===== config.mk =====
export PLATFORM = sky130hd
export DESIGN_NAME = nmea_gga_field_extractor_unit
export DESIGN_NICKNAME = d
export VERILOG_FILES = /design/src/nmea_gga_pkg.sv /design/src/nmea_gga_parse.sv /design/src/nmea_gga_field_extractor_unit.sv
export SDC_FILE = /design/constraint.sdc
export NUM_CORES = 1
export LEC_CHECK = 0
export BUFFER_PORTS_ARGS = -buffer_cell sky130_fd_sc_hd__buf_2
export CAP_MARGIN = 20
export CORE_MARGIN = 2
export CORE_UTILIZATION = 56
export CTS_BUF_LIST = sky130_fd_sc_hd__clkbuf_8
export DETAILED_ROUTE_END_ITERATION = 7
export GPL_TIMING_DRIVEN = 1
export PLACE_DENSITY = 0.9
export SLEW_MARGIN = 0
export SYNTH_ARGS = -nofsm -noshare
export SYNTH_HDL_FRONTEND = slang
export SYNTH_HIERARCHICAL = 1
export SYNTH_SLANG_ARGS = --single-unit

===== constraint.sdc =====
create_clock -name clk_i -period 4.65 [get_ports clk_i]
set_clock_uncertainty 0.15 [all_clocks]
set_input_delay 0.2325 -clock clk_i [delete_from_list [all_inputs] [get_ports clk_i]]
set_output_delay 0.2325 -clock clk_i [all_outputs]
set_load 0.03 [all_outputs]

===== src/nmea_gga_pkg.sv =====
// shared types, codes and constants for the gga field extractor
package nmea_gga_pkg;

  // default capacity of each text field, in characters
  localparam int unsigned FieldCapDefault = 15;

  // recognizer state codes
  localparam logic [4:0] ST_HUNT      = 5'd0;
  localparam logic [4:0] ST_HDR_G1    = 5'd1;
  localparam logic [4:0] ST_HDR_P     = 5'd2;
  localparam logic [4:0] ST_HDR_G2    = 5'd3;
  localparam logic [4:0] ST_HDR_G3    = 5'd4;
  localparam logic [4:0] ST_HDR_A     = 5'd5;
  localparam logic [4:0] ST_HDR_COMMA = 5'd6;
  localparam logic [4:0] ST_TIME      = 5'd7;
  localparam logic [4:0] ST_LAT       = 5'd8;
  localparam logic [4:0] ST_LAT_HEMI  = 5'd9;
  localparam logic [4:0] ST_LON       = 5'd10;
  localparam logic [4:0] ST_LON_HEMI  = 5'd11;
  localparam logic [4:0] ST_FIX       = 5'd12;
  localparam logic [4:0] ST_SATS      = 5'd13;
  localparam logic [4:0] ST_HDOP      = 5'd14;
  localparam logic [4:0] ST_ALT       = 5'd15;
  localparam logic [4:0] ST_ALT_UNIT  = 5'd16;
  localparam logic [4:0] ST_GEOID     = 5'd17;
  localparam logic [4:0] ST_GEOID_UNT = 5'd18;
  localparam logic [4:0] ST_DIFF_AGE  = 5'd19;
  localparam logic [4:0] ST_TO_STAR   = 5'd20;
  localparam logic [4:0] ST_TO_NL     = 5'd21;
  localparam logic [4:0] ST_DONE      = 5'd22;

  // write target codes
  localparam logic [2:0] SEL_NONE = 3'd0;
  localparam logic [2:0] SEL_TIME = 3'd1;
  localparam logic [2:0] SEL_LAT  = 3'd2;
  localparam logic [2:0] SEL_LON  = 3'd3;
  localparam logic [2:0] SEL_ALT  = 3'd4;
  localparam logic [2:0] SEL_FIX  = 3'd5;

  // index of each field length counter
  localparam logic [1:0] LEN_TIME = 2'd0;
  localparam logic [1:0] LEN_LAT  = 2'd1;
  localparam logic [1:0] LEN_LON  = 2'd2;
  localparam logic [1:0] LEN_ALT  = 2'd3;

  // ascii characters
  localparam logic [7:0] CH_DOLLAR  = 8'h24;
  localparam logic [7:0] CH_G       = 8'h47;
  localparam logic [7:0] CH_P       = 8'h50;
  localparam logic [7:0] CH_A       = 8'h41;
  localparam logic [7:0] CH_COMMA   = 8'h2c;
  localparam logic [7:0] CH_STAR    = 8'h2a;
  localparam logic [7:0] CH_NEWLINE = 8'h0a;
  localparam logic [7:0] CH_ZERO    = 8'd48;

  typedef struct packed {
    logic [7:0] rx_byte;
    logic       restart;
  } in_t;

  typedef struct packed {
    logic [2:0] field_sel;
    logic [3:0] write_pos;
    logic [7:0] char_value;
    logic       sentence_done;
    logic       overflow;
  } out_t;

endpackage


===== src/nmea_gga_parse.sv =====
// next-state and result logic for one received byte
module nmea_gga_parse #(
  parameter int unsigned FIELD_CAP = nmea_gga_pkg::FieldCapDefault,
  localparam int unsigned LenW = $clog2(FIELD_CAP + 1)
) (
  input  nmea_gga_pkg::in_t        item_i,
  input  logic [4:0]               state_i,
  input  logic [3:0][LenW-1:0]     len_i,
  input  logic                     done_i,
  output logic [4:0]               state_o,
  output logic [3:0][LenW-1:0]     len_o,
  output logic                     done_o,
  output nmea_gga_pkg::out_t       result_o
);
  import nmea_gga_pkg::*;

  logic [4:0]           state_e;
  logic [3:0][LenW-1:0] len_e;
  logic                 done_e;
  logic [7:0]           c;
  logic                 comma;
  logic                 wr_en;
  logic                 wr_adv;
  logic [1:0]           wr_idx;
  logic [2:0]           wr_sel;
  logic [LenW-1:0]      wr_len;
  logic                 wr_full;
  logic [3:0]           pos_ext;
  out_t                 base_res;

  assign c     = item_i.rx_byte;
  assign comma = (c == CH_COMMA);

  // restart takes effect before this byte
  assign state_e = item_i.restart ? ST_HUNT : state_i;
  assign len_e   = item_i.restart ? '0 : len_i;
  assign done_e  = item_i.restart ? 1'b0 : done_i;

  always_comb begin
    state_o  = state_e;
    done_o   = done_e;
    wr_en    = 1'b0;
    wr_adv   = 1'b1;
    wr_idx   = LEN_TIME;
    wr_sel   = SEL_NONE;
    base_res = '0;
    case (state_e)
      ST_HUNT:      state_o = (c == CH_DOLLAR) ? ST_HDR_G1 : ST_HUNT;
      ST_HDR_G1:    state_o = (c == CH_G) ? ST_HDR_P : ST_HUNT;
      ST_HDR_P:     state_o = (c == CH_P) ? ST_HDR_G2 : ST_HUNT;
      ST_HDR_G2:    state_o = (c == CH_G) ? ST_HDR_G3 : ST_HUNT;
      ST_HDR_G3:    state_o = (c == CH_G) ? ST_HDR_A : ST_HUNT;
      ST_HDR_A:     state_o = (c == CH_A) ? ST_HDR_COMMA : ST_HUNT;
      ST_HDR_COMMA: state_o = comma ? ST_TIME : ST_HUNT;
      ST_TIME: begin
        if (comma) state_o = ST_LAT;
        else begin
          wr_en = 1'b1; wr_idx = LEN_TIME; wr_sel = SEL_TIME;
        end
      end
      ST_LAT: begin
        if (comma) state_o = ST_LAT_HEMI;
        else begin
          wr_en = 1'b1; wr_idx = LEN_LAT; wr_sel = SEL_LAT;
        end
      end
      ST_LAT_HEMI: begin
        if (comma) state_o = ST_LON;
        else begin
          wr_en = 1'b1; wr_idx = LEN_LAT; wr_sel = SEL_LAT; wr_adv = 1'b0;
        end
      end
      ST_LON: begin
        if (comma) state_o = ST_LON_HEMI;
        else begin
          wr_en = 1'b1; wr_idx = LEN_LON; wr_sel = SEL_LON;
        end
      end
      ST_LON_HEMI: begin
        if (comma) state_o = ST_FIX;
        else begin
          wr_en = 1'b1; wr_idx = LEN_LON; wr_sel = SEL_LON; wr_adv = 1'b0;
        end
      end
      ST_FIX: begin
        if (comma) state_o = ST_SATS;
        else begin
          base_res.field_sel  = SEL_FIX;
          base_res.char_value = c - CH_ZERO;
        end
      end
      ST_SATS, ST_HDOP, ST_ALT_UNIT, ST_GEOID, ST_GEOID_UNT, ST_DIFF_AGE: begin
        if (comma) state_o = state_e + 5'd1;
      end
      ST_ALT: begin
        if (comma) state_o = ST_ALT_UNIT;
        else begin
          wr_en = 1'b1; wr_idx = LEN_ALT; wr_sel = SEL_ALT;
        end
      end
      ST_TO_STAR: begin
        if (c == CH_STAR) state_o = ST_TO_NL;
      end
      ST_TO_NL: begin
        if (c == CH_NEWLINE) begin
          state_o = ST_DONE;
          done_o  = 1'b1;
        end
      end
      default: state_o = ST_HUNT;
    endcase
  end

  always_comb begin
    result_o = base_res;
    if (wr_en) begin
      result_o.field_sel  = wr_sel;
      result_o.write_pos  = pos_ext;
      result_o.char_value = c;
      result_o.overflow   = wr_full;
    end
    result_o.sentence_done = done_o;
  end

  assign wr_len  = len_e[wr_idx];
  assign wr_full = (wr_len >= LenW'(FIELD_CAP));
  assign pos_ext = 4'(wr_len);

  always_comb begin
    len_o = len_e;
    if (wr_en && wr_adv && !wr_full) begin
      len_o[wr_idx] = wr_len + LenW'(1);
    end
  end

endmodule


===== src/nmea_gga_field_extractor_unit.sv =====
// top level of the gga sentence field extractor
//
//  channel  | dir | handshake             | payload
//  ---------+-----+-----------------------+-------------------------------
//  input    | in  | in_valid_i/in_ready_o   | in_data_i  (rx_byte, restart)
//  result   | out | out_valid_o/out_ready_i | out_data_o (field write, flags)
//
// one transaction in, one transaction out; a byte every cycle sustained while results are accepted
// each byte passes the input register, then parse logic into the result register
// the recognizer state and field lengths update when a byte moves into the result register
// reset clears state, lengths, done flag and both valid bits at once; no clearing pass
// a stalled result holds the parse stage, and the input register then fills and drops ready
module nmea_gga_field_extractor_unit #(
  parameter int unsigned FIELD_CAP = nmea_gga_pkg::FieldCapDefault
) (
  input  logic               clk_i,
  input  logic               rst_ni,
  input  logic               in_valid_i,
  output logic               in_ready_o,
  input  nmea_gga_pkg::in_t  in_data_i,
  output logic               out_valid_o,
  input  logic               out_ready_i,
  output nmea_gga_pkg::out_t out_data_o
);
  import nmea_gga_pkg::*;

  localparam int unsigned LenW = $clog2(FIELD_CAP + 1);

  // input register
  logic in_valid_q;
  in_t  in_q;

  // recognizer state
  logic [4:0]           state_q, state_d;
  logic [3:0][LenW-1:0] len_q, len_d;
  logic                 done_q, done_d;

  // result register
  logic out_valid_q;
  out_t out_q, out_d;

  logic advance;

  // the parse stage moves when it holds a byte and the result slot is free or draining
  assign advance    = in_valid_q && (!out_valid_q || out_ready_i);
  assign in_ready_o = !in_valid_q || advance;

  always_ff @(posedge clk_i or negedge rst_ni) begin
    if (!rst_ni) begin
      in_valid_q <= 1'b0;
    end else if (in_ready_o) begin
      in_valid_q <= in_valid_i;
    end
  end

  // payload only, no reset needed
  always_ff @(posedge clk_i) begin
    if (in_ready_o && in_valid_i) begin
      in_q <= in_data_i;
    end
  end

  nmea_gga_parse #(
    .FIELD_CAP (FIELD_CAP)
  ) u_parse (
    .item_i   (in_q),
    .state_i  (state_q),
    .len_i    (len_q),
    .done_i   (done_q),
    .state_o  (state_d),
    .len_o    (len_d),
    .done_o   (done_d),
    .result_o (out_d)
  );

  // state commits only with a byte that leaves the parse stage
  always_ff @(posedge clk_i or negedge rst_ni) begin
    if (!rst_ni) begin
      state_q <= ST_HUNT;
      len_q   <= '0;
      done_q  <= 1'b0;
    end else if (advance) begin
      state_q <= state_d;
      len_q   <= len_d;
      done_q  <= done_d;
    end
  end

  always_ff @(posedge clk_i or negedge rst_ni) begin
    if (!rst_ni) begin
      out_valid_q <= 1'b0;
    end else if (advance) begin
      out_valid_q <= 1'b1;
    end else if (out_ready_i) begin
      out_valid_q <= 1'b0;
    end
  end

  always_ff @(posedge clk_i) begin
    if (advance) begin
      out_q <= out_d;
    end
  end

  assign out_valid_o = out_valid_q;
  assign out_data_o  = out_q;

  // field lengths never pass the capacity
  assert property (@(posedge clk_i) disable iff (!rst_ni)
    (len_q[0] <= LenW'(FIELD_CAP)) && (len_q[1] <= LenW'(FIELD_CAP)) &&
    (len_q[2] <= LenW'(FIELD_CAP)) && (len_q[3] <= LenW'(FIELD_CAP)))
    else $error("field length beyond capacity");

  // done flag only drops on a restart byte
  assert property (@(posedge clk_i) disable iff (!rst_ni)
    done_q && !(advance && in_q.restart) |=> done_q)
    else $error("done flag cleared without restart");

  // state and lengths hold while the parse stage is stalled
  assert property (@(posedge clk_i) disable iff (!rst_ni)
    !advance |=> $stable(state_q) && $stable(len_q))
    else $error("parse state changed without a byte");

  // overflow only on a text field write
  assert property (@(posedge clk_i) disable iff (!rst_ni)
    out_valid_q && out_q.overflow |->
      (out_q.field_sel == SEL_TIME || out_q.field_sel == SEL_LAT ||
       out_q.field_sel == SEL_LON || out_q.field_sel == SEL_ALT))
    else $error("overflow on a non-text target");

  // a stalled byte in the input register is kept
  assert property (@(posedge clk_i) disable iff (!rst_ni)
    in_valid_q && !advance |=> in_valid_q && $stable(in_q))
    else $error("input register lost a stalled byte");

endmodule

Yosys cells after proc, flatten, opt, wreduce, memory -nomap -nowiden
Cells that the tools add are included.
{"block": "word_totals", "ff_bits": 50}
{"block": "op_classes", "n_addsub": 3, "magnitude_cmp": 3, "n_eq_ne": 28, "mux": 49, "n_reduce_logical": 17}
{"operator": "$pmux 5 s17", "count": 1}
{"operator": "$mux 5", "count": 11}
{"operator": "$eq 5x4->1 const B", "count": 8}
{"operator": "$mux 16", "count": 2}
{"operator": "$eq 5x5->1 const B", "count": 6}
{"operator": "$eq 8x6->1 const B", "count": 3}
{"operator": "$eq 8x7->1 const B", "count": 3}
{"operator": "$mux 3", "count": 7}
{"operator": "$eq 5x3->1 const B", "count": 4}
{"operator": "$bwmux 16", "count": 1}
{"operator": "$mux 8", "count": 2}
{"operator": "$mux 15", "count": 1}
{"operator": "$mux 1", "count": 12}
{"operator": "$mux 2", "count": 6}
{"operator": "$pmux 3 s4", "count": 1}
{"operator": "$reduce_or 6->1", "count": 2}
{"operator": "$eq 5x2->1 const B", "count": 2}
{"operator": "$bmux 4 s2", "count": 1}
{"operator": "$demux 4 s2", "count": 1}
{"operator": "$eq 8x4->1 const B", "count": 1}
{"operator": "$mux 4", "count": 2}
{"operator": "$sub 8x6->8 const B", "count": 1}
{"operator": "$pmux 2 s3", "count": 1}
{"operator": "$reduce_or 2->1", "count": 3}
{"operator": "other kinds (11)", "count": 18}

Depth between registers and ports, before layout
{"block": "logic_depth", "ltp_word": 10, "depth_mapped": 19}

Hierarchy
The synthesis kept the hierarchy.
{"module": "nmea_gga_field_extractor_unit", "instances": 1, "cells_per_inst": 81, "area_each_um2": 1778.0, "seq_area_each_um2": 1381.3}
{"module": "nmea_gga_parse", "instances": 1, "cells_per_inst": 256, "area_each_um2": 1595.3, "seq_area_each_um2": 0.0}

Worst setup path before layout
No wires, ideal clock.
{"block": "synth_timing", "path_type": "register -> register", "start": "register in_q[0] (netlist name)", "end": "register len_q[1] (netlist name)", "arrival_ps": 4109, "required_time_ps": 4375, "path_slack_ps": 266, "stages_incl_launch_ff": 18, "n_path_buf": 5, "path_cell_list": "edfxtp_1 > clkbuf_1 > clkbuf_1 > clkbuf_1 > nor2b_1 > and3_1 > ha_1 > buf_1 > a21o_1 > mux2i_1 > a2111oi_2 > ha_1 > nor3b_1 > and2_1 > buf_6 > or2_1 > mux2_4 > mux2_4"}
{"item": "from (decl)", "line_no": "nmea_gga_field_extractor_unit.sv:31", "text": "in_t in_q;"}
{"item": "from (signal assigned)", "line_no": "nmea_gga_field_extractor_unit.sv:59", "text": "in_q <= in_data_i;"}
{"item": "to (signal assigned)", "line_no": "nmea_gga_field_extractor_unit.sv:84", "text": "len_q <= len_d;"}
{"item": "to (decl)", "line_no": "nmea_gga_field_extractor_unit.sv:35", "text": "logic [3:0][LenW-1:0] len_q, len_d;"}

==> flow_metrics.env <==
export IMPL_whs_endpoint="out_valid_o$_DFFE_PN0P_"
export IMPL_die_x_microns=81.6
export IMPL_cts_root_buf="clkbuf_8"
export IMPL_relSlewSlack_pct=54.9
export IMPL_cp_start_kind="flip-flop"
export IMPL_num_rows=28
export IMPL_clock_latency_ns=0.30
export IMPL_cts_buffer_depth=2
export IMPL_rr_endpoint="len_q[9]$_DFFE_PN0P_"
export IMPL_final_hold_viol_count=0
export IMPL_antenna_found_initial=0
export IMPL_cts_sinks=50
export IMPL_synthArstFlopShare_pct=48.0
export IMPL_num_vias=2870
export IMPL_maxCapViolations=0
export IMPL_ios=32
export IMPL_synth_flop_cell="edfxtp_1"
export IMPL_r2r_start="in_q[0]$_DFFE_PP_"
export IMPL_fillers=459
export IMPL_fin_tns_setup_ns=0
export IMPL_htree_levels=2
export IMPL_vias_per_cell=6.38
export IMPL_min_from="out_ready_i"
export IMPL_setup_viol=0
export IMPL_diodes=0
export IMPL_drcViolationCount=0
export IMPL_start_util_pct=57.3
export IMPL_place_gp_congestion=1.00
export IMPL_yosysSeqAreaShare_pct=40.9
export IMPL_die_area_sq_um=6660
export IMPL_clock_fmax_ghz=0.230
export IMPL_cp_max_fo=15
export IMPL_portBuffers=31
export IMPL_yosys_warnings=6
export IMPL_area_growth_pct=11.8
export IMPL_layout_drive_gt1_share_pct=22.7
export IMPL_die_y_microns=81.6
export IMPL_rrSetupSlack_ns=0.31
export IMPL_core_area_sq_um=5890
export IMPL_power_density_nw_per_um2=220
export IMPL_fin_cells=450
export IMPL_ff2ff_path_depth=16
export IMPL_avgSynthCellArea_sq_um=10.0
export IMPL_grt_total_usage_pct=25.9
export IMPL_worstPathRequired_ns=4.69
export IMPL_crit_type="reg2reg"
export IMPL_status="finished, final reports clean"
export IMPL_drt_iter0_markers=490
export IMPL_synth_fp_nets=359
export IMPL_hold_worst_slack_ns=0.0849
export IMPL_fin_util_pct=64.1
export IMPL_peakVddDrop_v=0.000148
export IMPL_grt_overflow_total=0
export IMPL_rsz0062_at_grt="false"
export IMPL_post_route_min_period_ns=4.34
export IMPL_timing_final_crit_share_pct=93.4
export IMPL_cts_made_buffers=5
export IMPL_worst_pin_slew_ns=0.672
export IMPL_hpwlAfterDp_microns=5590
export IMPL_maxSlewViolCount=0
export IMPL_cts_tree="yes"
export IMPL_whs_path_depth=3
export IMPL_grt_max_degree=27
export IMPL_worstPathArrival_ns=4.38
export IMPL_hold_path_class="in2reg"
export IMPL_synth_area_sq_um=3370
export IMPL_grt_pass1_vias=2774
export IMPL_leakagePower_nw=1.63
export IMPL_ant_nets=0
export IMPL_layout_common_cells="buf_2 (31), edfxtp_1 (26), dfrtp_1 (24), o21ai_0 (23), mux2_4 (22)"
export IMPL_synth_edf_count=26
export IMPL_ys_seq_elements=50
export IMPL_final_common_cell="buf_2"
export IMPL_dr_pass1_iters=6
export IMPL_fin_nets=396
export IMPL_drt_wl_total_microns=8060
export IMPL_worst_setup_path_end_kind="flip-flop"
export IMPL_path_clk_slew_ns=0.09
export IMPL_ys_types=61
export IMPL_grt_first_pass_wirelength_microns=13300
export IMPL_synthCells=337
export IMPL_place_inst=431
export IMPL_wl_per_cell_microns=17.9
-- metal layers --
layer | track usage (%) | up-vias | wire (microns)
li1 | - | 1305 | -
met1 | 35.0 | 1313 | 3290
met2 | 40.7 | 215 | 3780
met3 | 4.18 | 37 | 769
met4 | 12.5 | 0 | 222
met5 | 0 | - | 0
-- timing repair --
item | in CTS | in global routing
resized for setup | 0 | 0
hold buffers | 11 | 0
setup buffers | 0 | 0
endpoints found under the hold margin | 34 | 0
-- cell usage after synthesis (6+ instances only) --
master    count  share of area [%]
and2_1        9                1.7
nor2b_1      18                3.3
mux2_2        6                2.0
and3_1        6                1.1
nand4_1       6                1.1
nor2_1       18                2.0
o21ai_0      23                3.4
dfrtp_1      24                 18
nand2b_1     10                1.9
a21oi_1      17                2.5
nor3_1       14                2.1
clkbuf_1     14                1.6
nand2_1      21                2.3
inv_1        14                1.6
nand3_1       7                1.0
edfxtp_1     26                 23
ha_1          9                3.3
mux2_4       22                9.8
-- power by group --
part	total, W	internal (W)	switching [W]
sequential	0.000494	0.000483	0.0000101
clock	0.000243	0.000102	0.000140
combinational	0.0000940	0.0000323	0.0000617
total	0.000830	0.000618	0.000212
-- stage by stage --
step | power (W) | setup WS [ns] | instance area (sq um)
detailed placement | 0.000590 | 0.444 | 3580
CTS | 0.000836 | 0.377 | 3770
global placement | 0.000587 | 0.696 | 3580
finish | 0.000830 | 0.307 | 3770
floorplan | 0.000563 | 0.266 | 3370
global route | 0.000861 | 0.00159 | 3770
-- final cells by class --
| cell class | count | area (sq um) | share of cell area [%] |
|---|---|---|---|
| clock buffers | 5 | 68.8 | 1.82 |
| clock inverters | 3 | 13.8 | 0.365 |
| inverters | 14 | 52.6 | 1.39 |
| multi-input cells | 253 | 1840 | 48.7 |
| flip-flops and latches | 50 | 1380 | 36.6 |
| well taps | 75 | 93.8 | 2.49 |
| repair buffers | 50 | 325 | 8.62 |
-- worst max-delay path: stages (launching register included) --
cell and delay, ns:
edfxtp_1 0.37, buf_4 0.20, nor2b_1 0.22, and3_1 0.24
ha_1 0.28, inv_1 0.12, a32o_1 0.30, nor2_2 0.24
a211o_1 0.19, nand2_1 0.11, inv_1 0.15, ha_1 0.24
nor3b_1 0.35, and2_1 0.32, or2_4 0.19, mux2_4 0.30
mux2_4 0.26
-- kinds of logic (layout without fill, tap and decap cells) --
group,after synthesis,count (layout),share of synthesized area [%]
buffers and inverters,34,72,4.60
DFF,50,50,40.9
and+or+nand+nor,130,130,21.8
adders and majority gates,9,9,3.34
muxes,33,33,13.3
AOI/OAI and AO/OA,77,77,14.9
xor gates and xnor gates,4,4,1.04
-- registers in the layout (all words and copies together) (netlist names) --
| register | count |
|---|---|
| out_data_o | 17 |
| out_valid_o | 1 |
| state_q | 5 |
| len_q | 16 |
| in_valid_q | 1 |
| in_q | 9 |
| done_q | 1 |
-- how the worst max path moves through the flow --
stage	to	startpoint	slack [ns]	depth (start not counted)
2_1_floorplan	len_q[1]$_DFFE_PN0P_	in_q[0]$_DFFE_PP_	0.27	17
3_3_place_gp	len_q[9]$_DFFE_PN0P_	state_q[4]$_DFFE_PN0P_	0.70	11
3_5_place_dp	len_q[9]$_DFFE_PN0P_	in_q[0]$_DFFE_PP_	0.44	16
4_1_cts	len_q[9]$_DFFE_PN0P_	in_q[0]$_DFFE_PP_	0.38	16
5_1_grt	len_q[1]$_DFFE_PN0P_	in_q[0]$_DFFE_PP_	0.002	16
6_report	len_q[9]$_DFFE_PN0P_	in_q[0]$_DFFE_PP_	0.31	16
Power figures use the tool's default switching activity.
